### src/rtl/core/dils_pkg.sv
// ----------------------------------------------------------------------------
// dils_pkg: display init list sequencer package
// Result kinds, list walker phases and the fixed constants of the list format.
// ----------------------------------------------------------------------------
package dils_pkg;

	localparam int unsigned ByteW  = 8;
	localparam int unsigned CountW = 7;
	localparam int unsigned MsW    = 15;

	localparam logic [ByteW-1:0] EndMark   = 8'h00;
	localparam logic [ByteW-1:0] NoCmdMark = 8'hFF;
	localparam int unsigned      DelayBit  = 7;

	localparam logic [ByteW-1:0] UnitReset = 8'd5;

	typedef enum logic [1:0] {
		KIND_CMD   = 2'd0,
		KIND_DATA  = 2'd1,
		KIND_DELAY = 2'd2,
		KIND_END   = 2'd3
	} kind_t;

	typedef enum logic [1:0] {
		PH_CMD   = 2'd0,
		PH_COUNT = 2'd1,
		PH_DATA  = 2'd2,
		PH_DONE  = 2'd3
	} phase_t;

endpackage

### src/rtl/core/dils_if.sv
// ----------------------------------------------------------------------------
// dils_if: stream interfaces of the display init list sequencer
// Valid/ready channels for list bytes in and sequencer requests out.
// ----------------------------------------------------------------------------
interface dils_byte_if;
	logic                        valid;
	logic                        ready;
	logic [dils_pkg::ByteW-1:0]  list_byte;

	modport source (output valid, output list_byte, input ready);
	modport sink   (input valid, input list_byte, output ready);
endinterface

interface dils_req_if;
	logic                        valid;
	logic                        ready;
	dils_pkg::kind_t             kind;
	logic [dils_pkg::ByteW-1:0]  byte_value;
	logic [dils_pkg::MsW-1:0]    delay_ms;

	modport source (output valid, output kind, output byte_value, output delay_ms,
		input ready);
	modport sink   (input valid, input kind, input byte_value, input delay_ms,
		output ready);
endinterface

### src/rtl/core/display_init_list_sequencer.sv
// ----------------------------------------------------------------------------
// display_init_list_sequencer: packed display init list walker
// Turns a byte stream of command/count/data entries into command, data,
// delay and end-of-list requests.
// ----------------------------------------------------------------------------
//
//   channel    dir   handshake      payload
//   list_in    in    valid/ready    list_byte[7:0]
//   req_out    out   valid/ready    kind[1:0], byte_value[7:0], delay_ms[14:0]
//   cfg        in    cfg_we         cfg_wdata[7:0] -> delay unit in ms
//
// one byte per cycle; a byte's request sits in the output register in the
// cycle after its transfer, set by a single 7x8 multiply and the phase logic
// list_in.ready stays high unless a request is held by a stalled sink
// arst_n returns to the command phase, delay unit 5 ms, no request pending
// after the end marker every byte is taken and dropped until reset
//
module display_init_list_sequencer (
	input  logic                        clk,
	input  logic                        arst_n,
	dils_byte_if.sink                   list_in,
	dils_req_if.source                  req_out,
	input  logic                        cfg_we,
	input  logic [dils_pkg::ByteW-1:0]  cfg_wdata
);

	// walker state
	dils_pkg::phase_t                phase_q, phase_d;
	logic [dils_pkg::CountW-1:0]     args_left_q, args_left_d;
	logic [dils_pkg::ByteW-1:0]      unit_q;

	// output register
	logic                            valid_s1;
	dils_pkg::kind_t                 kind_s1;
	logic [dils_pkg::ByteW-1:0]      byte_s1;
	logic [dils_pkg::MsW-1:0]        ms_s1;

	// request computed from the byte being transferred
	logic                            res_valid;
	dils_pkg::kind_t                 res_kind;
	logic [dils_pkg::ByteW-1:0]      res_byte;
	logic [dils_pkg::MsW-1:0]        res_ms;

	logic                            accept;
	logic [dils_pkg::ByteW-1:0]      b;
	logic [dils_pkg::CountW-1:0]     count;
	logic                            delay_flag;

	// free to take a byte whenever the output register empties this cycle
	assign list_in.ready = !valid_s1 || req_out.ready;
	assign accept        = list_in.valid && list_in.ready;

	assign b          = list_in.list_byte;
	assign count      = b[dils_pkg::CountW-1:0];
	assign delay_flag = b[dils_pkg::DelayBit];

	// next phase and data countdown
	always_comb begin
		phase_d     = phase_q;
		args_left_d = args_left_q;
		case (phase_q)
			dils_pkg::PH_CMD: begin
				if (b == dils_pkg::EndMark) phase_d = dils_pkg::PH_DONE;
				else                        phase_d = dils_pkg::PH_COUNT;
			end
			dils_pkg::PH_COUNT: begin
				if (delay_flag || count == '0) begin
					phase_d = dils_pkg::PH_CMD;
				end else begin
					phase_d     = dils_pkg::PH_DATA;
					args_left_d = count;
				end
			end
			dils_pkg::PH_DATA: begin
				args_left_d = args_left_q - 1'b1;
				if (args_left_q == dils_pkg::CountW'(1)) phase_d = dils_pkg::PH_CMD;
			end
			dils_pkg::PH_DONE: begin
				phase_d = dils_pkg::PH_DONE;
			end
			default: begin
				phase_d = dils_pkg::PH_CMD;
			end
		endcase
	end

	// request for the current byte
	always_comb begin
		res_valid = 1'b0;
		res_kind  = dils_pkg::KIND_CMD;
		res_byte  = '0;
		res_ms    = '0;
		case (phase_q)
			dils_pkg::PH_CMD: begin
				if (b == dils_pkg::EndMark) begin
					res_valid = 1'b1;
					res_kind  = dils_pkg::KIND_END;
				end else if (b != dils_pkg::NoCmdMark) begin
					// delay-only entries carry no command byte
					res_valid = 1'b1;
					res_kind  = dils_pkg::KIND_CMD;
					res_byte  = b;
				end
			end
			dils_pkg::PH_COUNT: begin
				if (delay_flag) begin
					res_valid = 1'b1;
					res_kind  = dils_pkg::KIND_DELAY;
					res_ms    = {{(dils_pkg::MsW-dils_pkg::CountW){1'b0}}, count} *
						{{(dils_pkg::MsW-dils_pkg::ByteW){1'b0}}, unit_q};
				end
			end
			dils_pkg::PH_DATA: begin
				res_valid = 1'b1;
				res_kind  = dils_pkg::KIND_DATA;
				res_byte  = b;
			end
			dils_pkg::PH_DONE: begin
				res_valid = 1'b0;
			end
			default: begin
				res_valid = 1'b0;
			end
		endcase
	end

	// state and delay unit register
	always_ff @(posedge clk or negedge arst_n) begin
		if (!arst_n) begin
			phase_q     <= dils_pkg::PH_CMD;
			args_left_q <= '0;
			unit_q      <= dils_pkg::UnitReset;
		end else begin
			if (accept) begin
				phase_q     <= phase_d;
				args_left_q <= args_left_d;
			end
			if (cfg_we) unit_q <= cfg_wdata;
		end
	end

	// output valid: loaded on a transfer in, cleared once the sink takes it
	always_ff @(posedge clk or negedge arst_n) begin
		if (!arst_n) begin
			valid_s1 <= 1'b0;
		end else if (list_in.ready) begin
			valid_s1 <= accept && res_valid;
		end
	end

	// output payload, no reset needed
	always_ff @(posedge clk) begin
		if (accept && res_valid) begin
			kind_s1 <= res_kind;
			byte_s1 <= res_byte;
			ms_s1   <= res_ms;
		end
	end

	assign req_out.valid      = valid_s1;
	assign req_out.kind       = kind_s1;
	assign req_out.byte_value = byte_s1;
	assign req_out.delay_ms   = ms_s1;

endmodule

### src/flat_wrapper.sv
// flat-port wrapper written by rule: the top's interface ports become plain ports
module display_init_list_sequencer_flat 
  (clk, arst_n, cfg_we, cfg_wdata, list_in_valid, list_in_list_byte, list_in_ready, req_out_valid, req_out_kind, req_out_byte_value, req_out_delay_ms, req_out_ready);
  dils_byte_if list_in_i ();
  dils_req_if req_out_i ();
  input  logic clk;
  input  logic arst_n;
  input  logic cfg_we;
  input  logic [dils_pkg::ByteW-1:0] cfg_wdata;
  input wire logic [$bits(list_in_i.valid)-1:0] list_in_valid;
  input wire logic [$bits(list_in_i.list_byte)-1:0] list_in_list_byte;
  output wire logic [$bits(list_in_i.ready)-1:0] list_in_ready;
  output wire logic [$bits(req_out_i.valid)-1:0] req_out_valid;
  output wire logic [$bits(req_out_i.kind)-1:0] req_out_kind;
  output wire logic [$bits(req_out_i.byte_value)-1:0] req_out_byte_value;
  output wire logic [$bits(req_out_i.delay_ms)-1:0] req_out_delay_ms;
  input wire logic [$bits(req_out_i.ready)-1:0] req_out_ready;
  assign list_in_i.valid = list_in_valid;
  assign list_in_i.list_byte = list_in_list_byte;
  assign list_in_ready = list_in_i.ready;
  assign req_out_valid = req_out_i.valid;
  assign req_out_kind = req_out_i.kind;
  assign req_out_byte_value = req_out_i.byte_value;
  assign req_out_delay_ms = req_out_i.delay_ms;
  assign req_out_i.ready = req_out_ready;
  display_init_list_sequencer u_core (.clk(clk), .arst_n(arst_n), .list_in(list_in_i), .req_out(req_out_i), .cfg_we(cfg_we), .cfg_wdata(cfg_wdata));
endmodule
### config.mk
export PLATFORM = sky130hd
export DESIGN_NAME = display_init_list_sequencer_flat
export DESIGN_NICKNAME = d
export VERILOG_FILES = /design/src/rtl/core/dils_pkg.sv /design/src/rtl/core/dils_if.sv /design/src/rtl/core/display_init_list_sequencer.sv /design/src/flat_wrapper.sv
export SDC_FILE = /design/constraint.sdc
export NUM_CORES = 1
export LEC_CHECK = 0
export ABC_AREA = 1
export BUFFER_PORTS_ARGS = -buffer_cell sky130_fd_sc_hd__buf_2
export CAP_MARGIN = 20
export CORE_ASPECT_RATIO = 1.4
export CORE_MARGIN = 2
export CORE_UTILIZATION = 30
export CTS_CLUSTER_SIZE = 28
export DETAILED_ROUTE_END_ITERATION = 6
export SLEW_MARGIN = 20
export SYNTH_ARGS = -nofsm -noshare
export SYNTH_HDL_FRONTEND = slang
export SYNTH_SLANG_ARGS = --single-unit
### constraint.sdc
create_clock -name clk -period 6.1 [get_ports clk]
set_input_delay 1.83 -clock clk [delete_from_list [all_inputs] [get_ports clk]]
set_output_delay 1.83 -clock clk [all_outputs]
set_load 0.1 [all_outputs]
==> impl_metrics.json <==
{
  "outcome": "completed",
  "postSynthCellCount": 548,
  "hold_path_class": "reg2reg",
  "grt_pass1_vias": 3052,
  "skew_ns": 0.00413,
  "max-cap-violations": 0,
  "fin_crit_ns": 5.35,
  "async_reset_ff_share_pct": 41.9,
  "p_leak_nw": 2.71,
  "p_switching_w": 0.00124,
  "firstDrtPassIters": 6,
  "crit_end": "u_core.req_out.delay_ms[10]",
  "drc": 0,
  "fin_nets": 673,
  "p_clk_share_pct": 14.2,
  "vias": 3331,
  "hpwl_um": 7060,
  "detailed_place.area_um2": 4520,
  "rrSetupSlack_ns": 1.95,
  "cts.clk_slew.worst_paths_ns": 0.07,
  "routabilityCongestion": 0.841,
  "coreArea_um2": 13500,
  "syn-num-nets": 638,
  "reg2reg_from": "u_core.unit_q[0]",
  "cts_sinks": 43,
  "fin_area_um2": 4680,
  "layout_common_cells": "nand2_1 (167), inv_1 (125), buf_2 (47)",
  "drv_slew": 0,
  "setup_viol": 0,
  "cts_buffer_depth": 2,
  "ant_nets": 0,
  "clock.fmax_ghz": 0.187,
  "synth_top_area_share_pct": 18.2,
  "critPathKind": "in2reg",
  "finalHoldViolations": 0,
  "clockRootBuffer": "clkbuf_16",
  "h-tree-depth": 2,
  "routed_wl_um": 8860,
  "grt_pass1_wl_um": 14600,
  "portBuffers": 47,
  "row_count": 50,
  "rr_endpoint": "u_core.req_out.delay_ms[10]",
  "peakVddDrop_mv": 0.206,
  "switching_share_pct": 55.4,
  "areaGrowthSynthToFinish_pct": 13.3,
  "antenna_found_initial": 0,
  "ys_seq_area_share_pct": 29.1,
  "worst_r2r_path_depth": 14,
  "cts_tree": "done",
  "initial_core_util_pct": 30.7,
  "pwr-share-seq_pct": 22.1,
  "slew-limit-headroom_pct": 36.5,
  "clk_latency_ns": 0.30,
  "die_area_um2": 14800,
  "avgViaCountPerCell": 4.35,
  "antenna_cells": 0,
  "power.density_nw_per_um2": 478,
  "rsz0062_at_grt": "no",
  "synth_cell_types": 31,
  "tns_ns": 0,
  "tightestPinTransition_ns": 0.951,
  "post-synth-top-area-cell": "edfxtp_1",
  "cts_resized": 0,
  "cp-end-kind": "register",
  "chipWidth_um": 103,
  "min_period_over_period_pct": 87.6,
  "worstSetupStartpointType": "input port",
  "layout-drive-gt1-share_pct": 13.2,
  "grtUsageTotal_pct": 12.6,
  "pwr-share-comb_pct": 63.7,
  "synth_area_um2": 4140,
  "grt_start_max_net_pins": 26,
  "cp.required_ns": 6.15,
  "ys_seq_elements": 43,
  "die_y_um": 143,
  "ys_top_cells_by_area": "edfxtp_1 (18%), nand2_1 (15%), fa_1 (14%)",
  "critPathMaxFanout": 13,
  "yosys_warnings": 0,
  "synth_edf_count": 25,
  "power.internal_w": 0.00100,
  "crit_start": "list_in_list_byte[3]",
  "io_pins": 48,
  "cts_buffers": 5,
  "hold_buffers": 0,
  "wl_per_cell_um": 11.6,
  "ys.flop_type": "edfxtp_1",
  "layout_commonest_cell": "nand2_1",
  "drt-initial-drc-count": 149,
  "cp_data_arrival_time_ns": 5.40,
  "overflow": 0,
  "cts_setup_buffers": 0,
  "syn_area_per_cell_um2": 7.55
}
routing by layer:
metal	vias up	wire length [µm]	global-route usage (%)
met3	14	242	2.01
li1	1718	-	-
met2	54	4570	21.8
met1	1545	3830	15.5
met5	-	0	0
met4	0	208	4.85
cell families (layout without fill, tap and decap cells):
| family | count (synthesis) | count (layout) | share of synthesized area, % |
|---|---|---|---|
| flip-flops | 43 | 43 | 29.1 |
| XOR/XNOR | 3 | 3 | 0.636 |
| AND/OR/NAND/NOR | 240 | 240 | 23.6 |
| multiplexers | 7 | 7 | 1.91 |
| buffers and inverters | 151 | 187 | 14.0 |
| AO/OA/AOI/OAI | 35 | 35 | 4.57 |
| adder cells (fa/ha/maj) | 69 | 69 | 26.1 |
metrics by stage:
stage	worst slack, ns	utilization (%)	hold slack [ns]	total power, W	cells
floorplan	0.591	-	0.471	0.00168	548
global placement	0.487	33.6	0.498	0.00193	758
detailed placement	0.456	33.6	0.503	0.00193	758
CTS	0.764	34.8	0.520	0.00227	766
global route	0.520	34.8	0.534	0.00245	766
finish	0.755	34.8	0.520	0.00224	766
Yosys cell counts (6+ instances only):
cell type  number
a21oi_1        11
buf_2           6
clkbuf_1       12
dfrtp_1        16
edfxtp_1       25
fa_1           29
ha_1           40
inv_1         125
mux2_2          7
nand2_1       167
nand3_1        23
nor2_1         38
o21ai_0        10
o21ai_1         9
power by group through the flow:
stage | Clock, W | Sequential [W] | Combinational, W
5_1_grt | 0.000335 | 0.000510 | 0.00160
3_5_place_dp | 0 | 0.000502 | 0.00143
6_report | 0.000319 | 0.000495 | 0.00143
4_1_cts | 0.000328 | 0.000497 | 0.00144
2_1_floorplan | 0 | 0.000891 | 0.000788
3_3_place_gp | 0 | 0.000502 | 0.00142
worst max-delay path, stage by stage:
cell and delay, ns:
buf_2 0.19, nand2_1 0.10, inv_1 0.06, fa_1 0.54, inv_1 0.05, fa_1 0.47
inv_1 0.05, fa_1 0.52, inv_1 0.05, fa_1 0.52, inv_1 0.04, ha_1 0.33
nand2_1 0.16, nor2_1 0.08, a21oi_1 0.20, and2_1 0.15, nor2_1 0.04
state kept, by name (all words and copies together) (netlist names):
register                   flops
u_core.req_out.valid           1
u_core.args_left_q             7
u_core.req_out.delay_ms       15
u_core.unit_q                  8
u_core.phase_q                 2
u_core.req_out.kind            2
u_core.req_out.byte_value      8
worst min-delay path by stage:
stage                               start                     to  slack [ns]  depth (start not counted)
floorplan           u_core.args_left_q[1]  u_core.args_left_q[1]        0.47                          2
global placement    u_core.args_left_q[1]  u_core.args_left_q[1]        0.50                          2
detailed placement  u_core.args_left_q[1]  u_core.args_left_q[1]        0.50                          2
CTS                 u_core.args_left_q[1]  u_core.args_left_q[1]        0.52                          2
global route        u_core.args_left_q[1]  u_core.args_left_q[1]        0.53                          2
finish              u_core.args_left_q[1]  u_core.args_left_q[1]        0.52                          2
layout make-up:
class | count | area, µm²
inverter | 132 | 498
sequential | 43 | 1200
timing repair buffer | 47 | 235
fill | 1435 | 8770
multi-input combinational | 354 | 2350
tap | 182 | 228
clock buffer | 5 | 125
clock inverter | 3 | 43.8
Power figures use the tool's default switching activity.
